### src/rtl/dcr_pkg.sv
`default_nettype none

package dcr_pkg;

    // Sample path widths.
    localparam int RAW_W     = 32;
    localparam int PRE_SHIFT = 12;
    localparam int S_W       = RAW_W - PRE_SHIFT;
    localparam int FRAC_W    = 16;
    localparam int EST_W     = S_W + FRAC_W + 1;
    localparam int ALPHA_W   = 16;
    localparam int PROD_W    = EST_W + ALPHA_W + 1;
    localparam int Q_W       = EST_W - FRAC_W;
    localparam int SAT_W     = (S_W + 2 > 17) ? S_W + 2 : 17;
    localparam int CLEAN_W   = 16;

    // Framing widths.
    localparam int BYTE_W    = 8;
    localparam int CHUNK_W   = 13;
    localparam int POS_W     = 12;
    localparam int MAX_CHUNK = 4096;
    localparam int SLOT_W    = 3;

    // Configuration port.
    localparam int CFG_IDX_W  = 4;
    localparam int CFG_DATA_W = 16;

    localparam logic [CFG_IDX_W-1:0] REG_DC_ALPHA    = CFG_IDX_W'(0);
    localparam logic [CFG_IDX_W-1:0] REG_CHUNK_LEN   = CFG_IDX_W'(1);
    localparam logic [CFG_IDX_W-1:0] REG_SYNC_FIRST  = CFG_IDX_W'(2);
    localparam logic [CFG_IDX_W-1:0] REG_SYNC_SECOND = CFG_IDX_W'(3);

    localparam logic [ALPHA_W-1:0] DC_ALPHA_RST    = ALPHA_W'(66);
    localparam logic [CHUNK_W-1:0] CHUNK_LEN_RST   = CHUNK_W'(512);
    localparam logic [BYTE_W-1:0]  SYNC_FIRST_RST  = 8'hED;
    localparam logic [BYTE_W-1:0]  SYNC_SECOND_RST = 8'h0A;

    // Byte slots of one run, in stream order.
    localparam logic [SLOT_W-1:0] SLOT_SYNC0   = 3'd0;
    localparam logic [SLOT_W-1:0] SLOT_SYNC1   = 3'd1;
    localparam logic [SLOT_W-1:0] SLOT_CNT_LO  = 3'd2;
    localparam logic [SLOT_W-1:0] SLOT_CNT_HI  = 3'd3;
    localparam logic [SLOT_W-1:0] SLOT_DATA_LO = 3'd4;
    localparam logic [SLOT_W-1:0] SLOT_DATA_HI = 3'd5;

    // Framing settings handed to the byte framer.
    typedef struct packed {
        logic [BYTE_W-1:0]  sync_first;
        logic [BYTE_W-1:0]  sync_second;
        logic [CHUNK_W-1:0] chunk_len;
    } frame_cfg_t;

endpackage

`default_nettype wire

### src/rtl/dcr_if.sv
`default_nettype none

// Raw microphone word channel.
interface dcr_raw_if
    import dcr_pkg::*;
();
    logic                    valid;
    logic                    ready;
    logic signed [RAW_W-1:0] raw_word;

    modport source (output valid, output raw_word, input ready);
    modport sink   (input valid, input raw_word, output ready);
endinterface

// Framed byte stream channel.
interface dcr_byte_if
    import dcr_pkg::*;
();
    logic              valid;
    logic              ready;
    logic [BYTE_W-1:0] out_byte;
    logic              is_header;
    logic              run_last;

    modport source (output valid, output out_byte, output is_header, output run_last,
                    input ready);
    modport sink   (input valid, input out_byte, input is_header, input run_last,
                    output ready);
endinterface

`default_nettype wire

### src/rtl/dc_removing_pcm_framer.sv
// A raw word passes stage A, B (product) and C (estimate write-back, cleaning), then the
// framer output register; bytes leave at one byte per cycle while the sink is ready, and a
// word that opens a chunk is led by its header. A product waits for the last write-back.
// Reset: asynchronous, active low; registers return to defaults, the DC estimate reloads
// from the first sample and the next sample opens a chunk. No clearing pass is needed.
`default_nettype none

module dc_removing_pcm_framer
    import dcr_pkg::*;
(
    input  wire logic                  clk,
    input  wire logic                  rst_n,
    dcr_raw_if.sink                    raw,
    dcr_byte_if.source                 frame,
    input  wire logic                  cfg_we,
    input  wire logic [CFG_IDX_W-1:0]  cfg_index,
    input  wire logic [CFG_DATA_W-1:0] cfg_data
);

    logic [ALPHA_W-1:0] dc_alpha_reg;
    logic [CHUNK_W-1:0] chunk_len_reg;
    logic [BYTE_W-1:0]  sync_first_reg;
    logic [BYTE_W-1:0]  sync_second_reg;

    frame_cfg_t         fcfg;
    logic               smp_valid;
    logic               smp_ready;
    logic [CLEAN_W-1:0] smp_data;

    // Configuration registers; writes to unknown indexes are dropped.
    always_ff @(posedge clk or negedge rst_n)
    begin
        if (!rst_n)
        begin
            dc_alpha_reg    <= DC_ALPHA_RST;
            chunk_len_reg   <= CHUNK_LEN_RST;
            sync_first_reg  <= SYNC_FIRST_RST;
            sync_second_reg <= SYNC_SECOND_RST;
        end
        else if (cfg_we)
        begin
            case (cfg_index)
                REG_DC_ALPHA:    dc_alpha_reg    <= cfg_data[ALPHA_W-1:0];
                REG_CHUNK_LEN:   chunk_len_reg   <= cfg_data[CHUNK_W-1:0];
                REG_SYNC_FIRST:  sync_first_reg  <= cfg_data[BYTE_W-1:0];
                REG_SYNC_SECOND: sync_second_reg <= cfg_data[BYTE_W-1:0];
                default:         ;
            endcase
        end
    end

    always_comb
    begin
        fcfg.sync_first  = sync_first_reg;
        fcfg.sync_second = sync_second_reg;
        fcfg.chunk_len   = chunk_len_reg;
    end

    // DC tracking and cleaning pipeline.
    dcr_core u_core (
        .clk       (clk),
        .rst_n     (rst_n),
        .raw       (raw),
        .dc_alpha  (dc_alpha_reg),
        .smp_valid (smp_valid),
        .smp_ready (smp_ready),
        .smp_data  (smp_data)
    );

    // Chunk header insertion and byte serialization.
    dcr_framer u_framer (
        .clk       (clk),
        .rst_n     (rst_n),
        .smp_valid (smp_valid),
        .smp_ready (smp_ready),
        .smp_data  (smp_data),
        .cfg       (fcfg),
        .frame     (frame)
    );

endmodule

`default_nettype wire

### src/rtl/dcr_core.sv
`default_nettype none

module dcr_core
    import dcr_pkg::*;
(
    input  wire logic               clk,
    input  wire logic               rst_n,
    dcr_raw_if.sink                 raw,
    input  wire logic [ALPHA_W-1:0] dc_alpha,
    output logic                    smp_valid,
    input  wire logic               smp_ready,
    output logic [CLEAN_W-1:0]      smp_data
);

    logic                     a_valid_reg;
    logic signed [S_W-1:0]    a_s_reg;
    logic                     b_valid_reg;
    logic signed [S_W-1:0]    b_s_reg;
    logic signed [PROD_W-1:0] prod_reg;
    logic                     c_valid_reg;
    logic signed [S_W-1:0]    c_s_reg;
    logic signed [EST_W-1:0]  est_reg;
    logic                     dc_valid_reg;

    logic                     a_go;
    logic                     b_go;
    logic                     c_go;
    logic signed [EST_W-1:0]  a_target;
    logic signed [EST_W-1:0]  b_target;
    logic signed [EST_W-1:0]  diff;
    logic signed [ALPHA_W:0]  alpha_s;
    logic signed [PROD_W-1:0] prod_next;
    logic signed [PROD_W-1:0] prod_sh;
    logic signed [EST_W-1:0]  est_next;
    logic signed [Q_W-1:0]    ipart;
    logic signed [SAT_W-1:0]  cleaned;

    // Stage advance conditions. A new product waits until the estimate it
    // depends on has been written back.
    assign a_go      = a_valid_reg && !b_valid_reg;
    assign b_go      = b_valid_reg && (!c_valid_reg || c_go);
    assign c_go      = c_valid_reg && smp_ready;
    assign raw.ready = !a_valid_reg || a_go;
    assign smp_valid = c_valid_reg;

    // Distance to the target, scaled by alpha.
    assign a_target  = {a_s_reg[S_W-1], a_s_reg, {FRAC_W{1'b0}}};
    assign b_target  = {b_s_reg[S_W-1], b_s_reg, {FRAC_W{1'b0}}};
    assign diff      = a_target - est_reg;
    assign alpha_s   = {1'b0, dc_alpha};
    assign prod_next = diff * alpha_s;

    // Floor of the scaled step; the first sample loads the estimate outright.
    assign prod_sh  = prod_reg >>> FRAC_W;
    assign est_next = dc_valid_reg ? est_reg + prod_sh[EST_W-1:0] : b_target;

    // Integer part of the estimate toward zero, then subtract and saturate.
    always_comb
    begin
        ipart   = est_reg[EST_W-1:FRAC_W] +
                  Q_W'(est_reg[EST_W-1] && (est_reg[FRAC_W-1:0] != '0));
        cleaned = SAT_W'(c_s_reg) - SAT_W'(ipart);
        if (cleaned > SAT_W'(32767))
        begin
            smp_data = CLEAN_W'(16'h7FFF);
        end
        else if (cleaned < -SAT_W'(32768))
        begin
            smp_data = CLEAN_W'(16'h8000);
        end
        else
        begin
            smp_data = cleaned[CLEAN_W-1:0];
        end
    end

    // Stage valid flags and the loaded flag.
    always_ff @(posedge clk or negedge rst_n)
    begin
        if (!rst_n)
        begin
            a_valid_reg  <= 1'b0;
            b_valid_reg  <= 1'b0;
            c_valid_reg  <= 1'b0;
            dc_valid_reg <= 1'b0;
        end
        else
        begin
            if (raw.valid && raw.ready)
            begin
                a_valid_reg <= 1'b1;
            end
            else if (a_go)
            begin
                a_valid_reg <= 1'b0;
            end
            if (a_go)
            begin
                b_valid_reg <= 1'b1;
            end
            else if (b_go)
            begin
                b_valid_reg <= 1'b0;
            end
            if (b_go)
            begin
                c_valid_reg  <= 1'b1;
                dc_valid_reg <= 1'b1;
            end
            else if (c_go)
            begin
                c_valid_reg <= 1'b0;
            end
        end
    end

    // Sample, product and estimate payload.
    always_ff @(posedge clk)
    begin
        if (raw.valid && raw.ready)
        begin
            a_s_reg <= raw.raw_word[RAW_W-1:PRE_SHIFT];
        end
        if (a_go)
        begin
            b_s_reg  <= a_s_reg;
            prod_reg <= prod_next;
        end
        if (b_go)
        begin
            c_s_reg <= b_s_reg;
            est_reg <= est_next;
        end
    end

    // Once loaded, the estimate stays loaded until reset.
    a_dc_loaded_holds: assert property (@(posedge clk) disable iff (!rst_n)
        dc_valid_reg |=> dc_valid_reg)
        else $error("DC estimate lost its loaded state");

    // The first load always lands together with a sample in the last stage.
    a_first_load_in_c: assert property (@(posedge clk) disable iff (!rst_n)
        $rose(dc_valid_reg) |-> c_valid_reg)
        else $error("DC estimate loaded without a sample behind it");

    // A product is never formed while a write-back is pending.
    a_no_stale_product: assert property (@(posedge clk) disable iff (!rst_n)
        (b_valid_reg && !b_go) |=> b_valid_reg && $stable(prod_reg))
        else $error("Pending product was overwritten");

endmodule

`default_nettype wire

### src/rtl/dcr_framer.sv
`default_nettype none

module dcr_framer
    import dcr_pkg::*;
(
    input  wire logic               clk,
    input  wire logic               rst_n,
    input  wire logic               smp_valid,
    output logic                    smp_ready,
    input  wire logic [CLEAN_W-1:0] smp_data,
    input  wire frame_cfg_t         cfg,
    dcr_byte_if.source              frame
);

    logic               d_valid_reg;
    logic [SLOT_W-1:0]  slot_reg;
    logic [CLEAN_W-1:0] word_reg;
    logic [POS_W-1:0]   pos_reg;

    logic               out_go;
    logic               last;
    logic [CHUNK_W-1:0] eff;
    logic [CHUNK_W-1:0] pos_inc;
    logic [POS_W-1:0]   pos_next;

    assign out_go    = frame.valid && frame.ready;
    assign last      = (slot_reg == SLOT_DATA_HI);
    assign smp_ready = !d_valid_reg || (out_go && last);

    // Effective chunk length: zero counts as one, large values clamp.
    always_comb
    begin
        if (cfg.chunk_len == '0)
        begin
            eff = CHUNK_W'(1);
        end
        else if (cfg.chunk_len > CHUNK_W'(MAX_CHUNK))
        begin
            eff = CHUNK_W'(MAX_CHUNK);
        end
        else
        begin
            eff = cfg.chunk_len;
        end
    end

    // Position within the chunk after this sample.
    assign pos_inc  = {1'b0, pos_reg} + CHUNK_W'(1);
    assign pos_next = (pos_inc >= eff) ? '0 : pos_inc[POS_W-1:0];

    // Byte selection for the current slot.
    always_comb
    begin
        case (slot_reg)
            SLOT_SYNC0:   frame.out_byte = cfg.sync_first;
            SLOT_SYNC1:   frame.out_byte = cfg.sync_second;
            SLOT_CNT_LO:  frame.out_byte = eff[BYTE_W-1:0];
            SLOT_CNT_HI:  frame.out_byte = BYTE_W'(eff >> BYTE_W);
            SLOT_DATA_LO: frame.out_byte = word_reg[BYTE_W-1:0];
            SLOT_DATA_HI: frame.out_byte = word_reg[CLEAN_W-1:BYTE_W];
            default:      frame.out_byte = '0;
        endcase
    end

    assign frame.valid     = d_valid_reg;
    assign frame.is_header = slot_reg inside {SLOT_SYNC0, SLOT_SYNC1, SLOT_CNT_LO, SLOT_CNT_HI};
    assign frame.run_last  = last;

    // Output register control: a run starts with the header when the
    // sample opens a chunk.
    always_ff @(posedge clk or negedge rst_n)
    begin
        if (!rst_n)
        begin
            d_valid_reg <= 1'b0;
            slot_reg    <= SLOT_DATA_LO;
            pos_reg     <= '0;
        end
        else
        begin
            if (smp_valid && smp_ready)
            begin
                d_valid_reg <= 1'b1;
                slot_reg    <= (pos_reg == '0) ? SLOT_SYNC0 : SLOT_DATA_LO;
                pos_reg     <= pos_next;
            end
            else if (out_go)
            begin
                if (last)
                begin
                    d_valid_reg <= 1'b0;
                end
                else
                begin
                    slot_reg <= slot_reg + SLOT_W'(1);
                end
            end
        end
    end

    // Sample word held for its two data beats.
    always_ff @(posedge clk)
    begin
        if (smp_valid && smp_ready)
        begin
            word_reg <= smp_data;
        end
    end

    // The beats of one run follow without a gap in the valid signal.
    a_run_unbroken: assert property (@(posedge clk) disable iff (!rst_n)
        (out_go && !last) |=> frame.valid)
        else $error("Byte run ended before its last beat");

    // The count high byte is always followed by the low data byte.
    a_header_then_data: assert property (@(posedge clk) disable iff (!rst_n)
        (out_go && slot_reg == SLOT_CNT_HI) |=> (slot_reg == SLOT_DATA_LO))
        else $error("Header not followed by sample data");

    // A header run only starts at the beginning of a chunk.
    a_header_at_chunk_start: assert property (@(posedge clk) disable iff (!rst_n)
        (smp_valid && smp_ready && pos_reg != '0) |=> (slot_reg == SLOT_DATA_LO))
        else $error("Header emitted in the middle of a chunk");

endmodule

`default_nettype wire
### src/flat_wrapper.sv
// flat-port wrapper written by rule: the top's interface ports become plain ports
module dc_removing_pcm_framer_flat import dcr_pkg::*;
  (clk, rst_n, cfg_we, cfg_index, cfg_data, raw_valid, raw_raw_word, raw_ready, frame_valid, frame_out_byte, frame_is_header, frame_run_last, frame_ready);
  dcr_raw_if raw_i ();
  dcr_byte_if frame_i ();
  input  wire logic clk;
  input  wire logic rst_n;
  input  wire logic cfg_we;
  input  wire logic [CFG_IDX_W-1:0] cfg_index;
  input  wire logic [CFG_DATA_W-1:0] cfg_data;
  input wire logic [$bits(raw_i.valid)-1:0] raw_valid;
  input wire logic [$bits(raw_i.raw_word)-1:0] raw_raw_word;
  output wire logic [$bits(raw_i.ready)-1:0] raw_ready;
  output wire logic [$bits(frame_i.valid)-1:0] frame_valid;
  output wire logic [$bits(frame_i.out_byte)-1:0] frame_out_byte;
  output wire logic [$bits(frame_i.is_header)-1:0] frame_is_header;
  output wire logic [$bits(frame_i.run_last)-1:0] frame_run_last;
  input wire logic [$bits(frame_i.ready)-1:0] frame_ready;
  assign raw_i.valid = raw_valid;
  assign raw_i.raw_word = raw_raw_word;
  assign raw_ready = raw_i.ready;
  assign frame_valid = frame_i.valid;
  assign frame_out_byte = frame_i.out_byte;
  assign frame_is_header = frame_i.is_header;
  assign frame_run_last = frame_i.run_last;
  assign frame_i.ready = frame_ready;
  dc_removing_pcm_framer u_core (.clk(clk), .rst_n(rst_n), .raw(raw_i), .frame(frame_i), .cfg_we(cfg_we), .cfg_index(cfg_index), .cfg_data(cfg_data));
endmodule
### config.mk
export PLATFORM = sky130hd
export DESIGN_NAME = dc_removing_pcm_framer_flat
export DESIGN_NICKNAME = d
export VERILOG_FILES = /design/src/rtl/dcr_pkg.sv /design/src/rtl/dcr_if.sv /design/src/rtl/dc_removing_pcm_framer.sv /design/src/rtl/dcr_core.sv /design/src/rtl/dcr_framer.sv /design/src/flat_wrapper.sv
export SDC_FILE = /design/constraint.sdc
export NUM_CORES = 2
export LEC_CHECK = 0
export ABC_AREA = 1
export BUFFER_PORTS_ARGS = -buffer_cell sky130_fd_sc_hd__buf_2
export CAP_MARGIN = 15
export CORE_MARGIN = 4
export CORE_UTILIZATION = 30
export DETAILED_ROUTE_END_ITERATION = 6
export REMOVE_ABC_BUFFERS = 1
export SLEW_MARGIN = 40
export SYNTH_ARGS = -nofsm -noshare
export SYNTH_HDL_FRONTEND = slang
export SYNTH_HIERARCHICAL = 1
export SYNTH_SLANG_ARGS = --single-unit
### constraint.sdc
create_clock -name clk -period 8.87 [get_ports clk]
set_input_delay 0 -clock clk [delete_from_list [all_inputs] [get_ports clk]]
set_output_delay 0 -clock clk [all_outputs]
set_load 0.05 [all_outputs]
# After elaboration in Yosys (flattened, before gate mapping)
# Cells that the tools add are included.
word_totals:
  regBits: 231
  output_inout_bits: 12
  word_cells: 88
op_classes:
  n_addsub: 6
  mul: 1
  magnitude_cmp: 4
  eq_ne: 9
  mux: 19
  n_reduce_logical: 31
ops:
  columns: ["operator", "n"]
  rows:
  - ["multiplier 37 x 17 -> 53 bit", 1]
  - ["case mux 8 bit (6 select lines)", 1]
  - ["adder 37 bit", 1]
  - ["2-to-1 mux 37 bit", 1]
  - ["subtractor 36 x 37 -> 37 bit", 1]
  - ["2-to-1 mux 13 bit", 2]
  - ["greater-than comparator 22 x 16 -> 1 bit (second input constant)", 1]
  - ["less-than comparator 22 x 16 -> 1 bit (second input constant)", 1]
  - ["subtractor 20 x 21 -> 22 bit", 1]
  - ["adder 21 x 1 -> 21 bit", 1]
  - ["2-to-1 mux 16 bit", 1]
  - ["nonzero test 16 bit", 1]
  - ["adder 12 x 1 -> 13 bit (second input constant)", 1]
  - [">= comparator 13 bit", 1]
  - ["greater-than comparator 13 bit (second input constant)", 1]
  - ["zero test 13 bit", 1]
  - ["zero test 12 bit", 1]
  - ["2-to-1 mux 12 bit", 1]
  - ["2-to-1 mux 3 bit", 4]
  - ["AND reduction 2 bit", 6]
  - ["nonzero test 2 bit", 5]
  - ["2-to-1 mux 1 bit", 9]
  - ["== test 4 x 2 -> 1 bit (second input constant)", 2]
  - ["logical AND 1 bit", 7]
  - ["11 further kinds", 18]

# Logic depth before layout (Yosys ltp)
depth:
  ltp_word: 8
  depth_mapped: 38

# Modules after synthesis
# The synthesis kept the hierarchy.
modules_own_cells:
  columns: ["module", "n_inst", "cells_each", "area_each_um2"]
  rows:
  - ["dcr_core", 1, 4125, 31860.6]
  - ["dcr_framer", 1, 327, 2459.9]
  - ["dc_removing_pcm_framer", 1, 206, 1949.4]

# Worst setup path after synthesis
# Ideal clock, no wire load.
synth_timing:
  path_type: "flip-flop to flip-flop"
  start: "register u_core.u_core.est_reg[26]"
  end: "register u_core.u_core.prod_reg[52], data pin"
  setup_ps: 253
  arrival_ps: 6631
  required_time_ps: 8617
  slack_ps: 1986
  path_stages_with_launch: 31
  n_path_buf: 1
  cell_sequence: "edfxtp_1 -> inv_1 -> ha_1 -> nand2_1 -> inv_1 -> a21boi_1 -> nand2_1 -> a31oi_1 -> nand3_1 -> nand2_2 -> nand3_1 -> fa_1 -> inv_1 -> fa_1 -> clkbuf_1 -> xor2_1 -> ha_1 -> fa_1 -> inv_1 -> fa_1 -> fa_1 -> inv_1 -> ha_1 -> inv_1 -> nor3_1 -> nand2_1 -> nor2_1 -> and3_1 -> nand2_1 -> nand3_1 -> nand2_1"
synth_between:
  elab_chain_cells: 2
synth_lines:
  columns: ["element", "line", "text"]
  rows:
  - ["from (decl)", "dcr_core.sv:22", "logic signed [EST_W-1:0] est_reg;"]
  - ["from (signal assigned)", "dcr_core.sv:132", "est_reg <= est_next;"]
  - ["subtractor 36 x 37 -> 37 bit", "dcr_core.sv:49", "assign diff = a_target - est_reg;"]
  - ["multiplier 37 x 17 -> 53 bit", "dcr_core.sv:51", "assign prod_next = diff * alpha_s;"]
  - ["net u_core.u_core.prod_next[52]", "dcr_core.sv:32", "logic signed [PROD_W-1:0] prod_next;"]
  - ["to (signal assigned)", "dcr_core.sv:127", "prod_reg <= prod_next;"]
  - ["to (decl)", "dcr_core.sv:19", "logic signed [PROD_W-1:0] prod_reg;"]
# The timed path passes the listed nets, and every way through them passes these cells.
# A chain may end at the register's enable or synchronous reset.

# Final worst setup path
layout_timing:
  start: "register u_core.u_core.est_reg[21]"
  end: "register u_core.u_core.prod_reg[48], data pin"
# Same word-level chain as after synthesis.

==> summary.md <==
| Metric | Value |
|---|---|
| Clock slew at reported path FFs | 0.06 ns |
| Mapped Avg Cell Area | 7.79 µm² |
| Initial antenna violation count | 2 |
| CTS max path bufs | 3 |
| Htree depth | 1 |
| Capture point of the worst path | u_core/u_core/prod_reg[48] |
| # rows | 127 |
| Worst slew margin | 45.1% |
| Area leader, netlist | fa_1 |
| DR DRC count | 0 |
| Commonest non-fill, non-tap cell in the layout | inv_1 |
| Antenna-violating nets left | 0 |
| Post-CTS Setup Repair Bufs | 0 |
| M1 wire length | 52100 µm |
| Final Critical Period | 8.50 ns |
| Via count | a little over 30k |
| Fin nets | 5572 |
| CP Max Fanout | 6 |
| Violation count after the first detailed-routing iteration | 2403 |
| Post-route clock period utilization | 95.8% |
| Hold crit path type | in2async |
| Max Used Layer | met4 |
| Area of the die | 0.127 mm² |
| Crit path from | u_core/u_core/est_reg[21] |
| Clk sink count | 215 |
| Worst reg-to-reg setup slack | 0.37 ns |
| GPL Wtd Cong | 0.967 |
| Ports | about 70 |
| Slew Viols, Final | 0 |
| Vias per inst | 4.87 |
| First-pass GRT wire length | 185000 µm |
| Total CTS buffers | 27 |
| Share of the synthesized area in the top cell type | 30.3% |
| YS warnings | 6 |
| Worst Skew | 0.0212 ns |
| Post-DP HPWL | 98200 µm |
| Outcome | finished clean |
| Post-Syn Instances | 4658 |
| Wirelength, routed | 119000 µm |
| Startpoint Class | flop |
| IO Port Bufs | 56 |
| Sequential cell area fraction in the yosys report | roughly 17% |
| Crit path max-delay cell type | fa_1 |
| Synthesis-to-layout area growth | 9.92% |
| Fmax achieved | 0.118 GHz |
| Share of cells above drive strength 1 | between 6 and 7% |
| Worst reg2reg path endpoint | u_core/u_core/prod_reg[48] |
| Synthesized cell area | around 0.036 mm² |
| GRT Total Usage | 18.8% |
| Critical Path Max Stage Delay | between 0.5 and 0.6 ns |
| Clk_lat worst skew | 0.57 ns |
| FF-to-FF path depth | 30 |
| Largest net degree at the start of global routing | 66 |
| Drt first pass iters | 6 |
| Setup CP Type | reg2reg |
| CP required | 9.19 ns |
| Die Wd | 356 µm |
| RR Startpoint | u_core/u_core/est_reg[21] |
| Slew @ Worst Pin | around 0.82 ns |
| GR Overflow Total | 0 |
| Yosys reg bits | 215 |
| Vias in the first global route | 31.9k |
| Initial Util | 30.2% |
| Setup TNS | 0 ns |
| RSZ-0062 raised after global routing | false |
| WL per Instance | 18.7 µm |
| Die H | 356 µm |
| CORE AREA | between 0.1 and 0.15 mm² |
| Synth top area cells | fa_1, edfxtp_1, inv_1 |
| Routed wl met3 | around 7600 µm |
| EDFF count, synth | 150 |
| # Max-Cap Violations | 0 |
| TritonCTS clock tree | done |
| Crit path arrival time | between 8 and 9 ns |
| Root Buffer | clkbuf_16 |
| Synth async-reset ratio | between 30% and 40% |
| Worst setup EP type | flop |
| Synth Flop Type | edfxtp_1 |
| Setup violators final | 0 |
| Yosys cell types | between 50 and 60 |
| Most frequent cells in the layout | inv_1, nand2_1, fa_1, nor2_1, nand3_1 |
| Metal2 WL | around 55000 µm |
| Final hold viol count | 0 |
==> cells in the mapped netlist (10+ instances only) <==
library cell,n
inv_2,25
nand2_2,25
nor4_1,12
dfstp_2,12
fa_1,549
xnor2_1,30
buf_4,12
edfxtp_1,150
nor2_2,11
a21boi_0,10
or2_1,16
nor3_1,30
nand4_1,85
a21oi_1,163
o21ai_0,121
a21o_1,16
o21bai_1,28
buf_2,23
nor2_1,449
clkinv_1,16
buf_6,14
a31oi_1,26
dfrtp_1,53
nand2_1,1030
nor2_4,14
ha_1,223
or2_2,29
nand3_1,245
xor2_1,54
clkbuf_1,69
inv_1,1037
==> cell type report <==
| class | instances | area [µm²] |
|---|---|---|
| Fill cell | 12700 | 80100 |
| Multi-Input combinational cell | 3244 | 25400 |
| Sequential cell | 215 | 6150 |
| Inverter | 1078 | 4050 |
| Tap cell | 1612 | 2020 |
| Timing Repair Buffer | 177 | 1330 |
| Clock buffer | 31 | 701 |
| Clock inverter | 19 | 186 |
| Antenna cell | 1 | 2.50 |
==> worst min path at each step <==
stage	slack, ns	cells past startpoint	to	start
after floorplan	-0.30	0	u_core/chunk_len_reg[0]	rst_n
after global placement	0.18	1	u_core/u_core/a_s_reg[16]	raw_raw_word[28]
after detailed placement	0.14	2	u_core/chunk_len_reg[3]	rst_n
after CTS	0.04	5	u_core/sync_second_reg[1]	cfg_index[2]
after global routing	0.12	3	u_core/chunk_len_reg[3]	rst_n
final	0.07	3	u_core/chunk_len_reg[3]	rst_n
==> logic make-up (layout without fill, tap and decap cells) <==
family	Yosys count	after routing	share of synthesized area, %
flip-flops	215	215	16.9
AND/OR/NAND/NOR	1983	1983	23.6
other	0	1	0
XOR/XNOR	89	89	2.25
buffers and inverters	1199	1305	13.0
adder cells (fa/ha/maj)	772	772	38.0
AO/OA/AOI/OAI	400	400	6.24
==> metrics by stage <==
step / worst slack [ns] / hold WS (ns) / area (µm²) / instances / util, %
floorplan: 1.98 / -0.296 / 35600 / 4537 / -
global placement: 0.435 / 0.176 / 38400 / 6271 / 32.0
detailed placement: 0.455 / 0.142 / 38400 / 6271 / 32.0
CTS: 0.449 / 0.0378 / 39900 / 6376 / 33.2
global route: 0.0123 / 0.116 / 39900 / 6376 / 33.2
finish: 0.372 / 0.0663 / 39900 / 6377 / 33.2
==> metal layers <==
metal,GRT usage (%),up-vias
met4,5.78,0
met5,0,-
li1,-,14400
met1,25.4,15400
met2,31.5,1042
met3,2.41,194
==> critical path, delay by kind of cell, from the launching register on <==
kind / cells / cell delay [ns]
and+or+nand+nor: 9 / 1.78
adders and majority gates: 8 / 3.90
DFF: 1 / 0.43
buffers and inverters: 6 / 0.45
AOI/OAI and AO/OA: 7 / 1.68
==> what timing repair did <==
| item | CTS | global route |
|---|---|---|
| resized for setup | 0 | 0 |
| hold endpoints to repair | 134 | 0 |
| hold buffers | 55 | 0 |
Power is not shown: default switching activity piles up to over one toggle a cycle in this logic, so the estimate is an artifact.
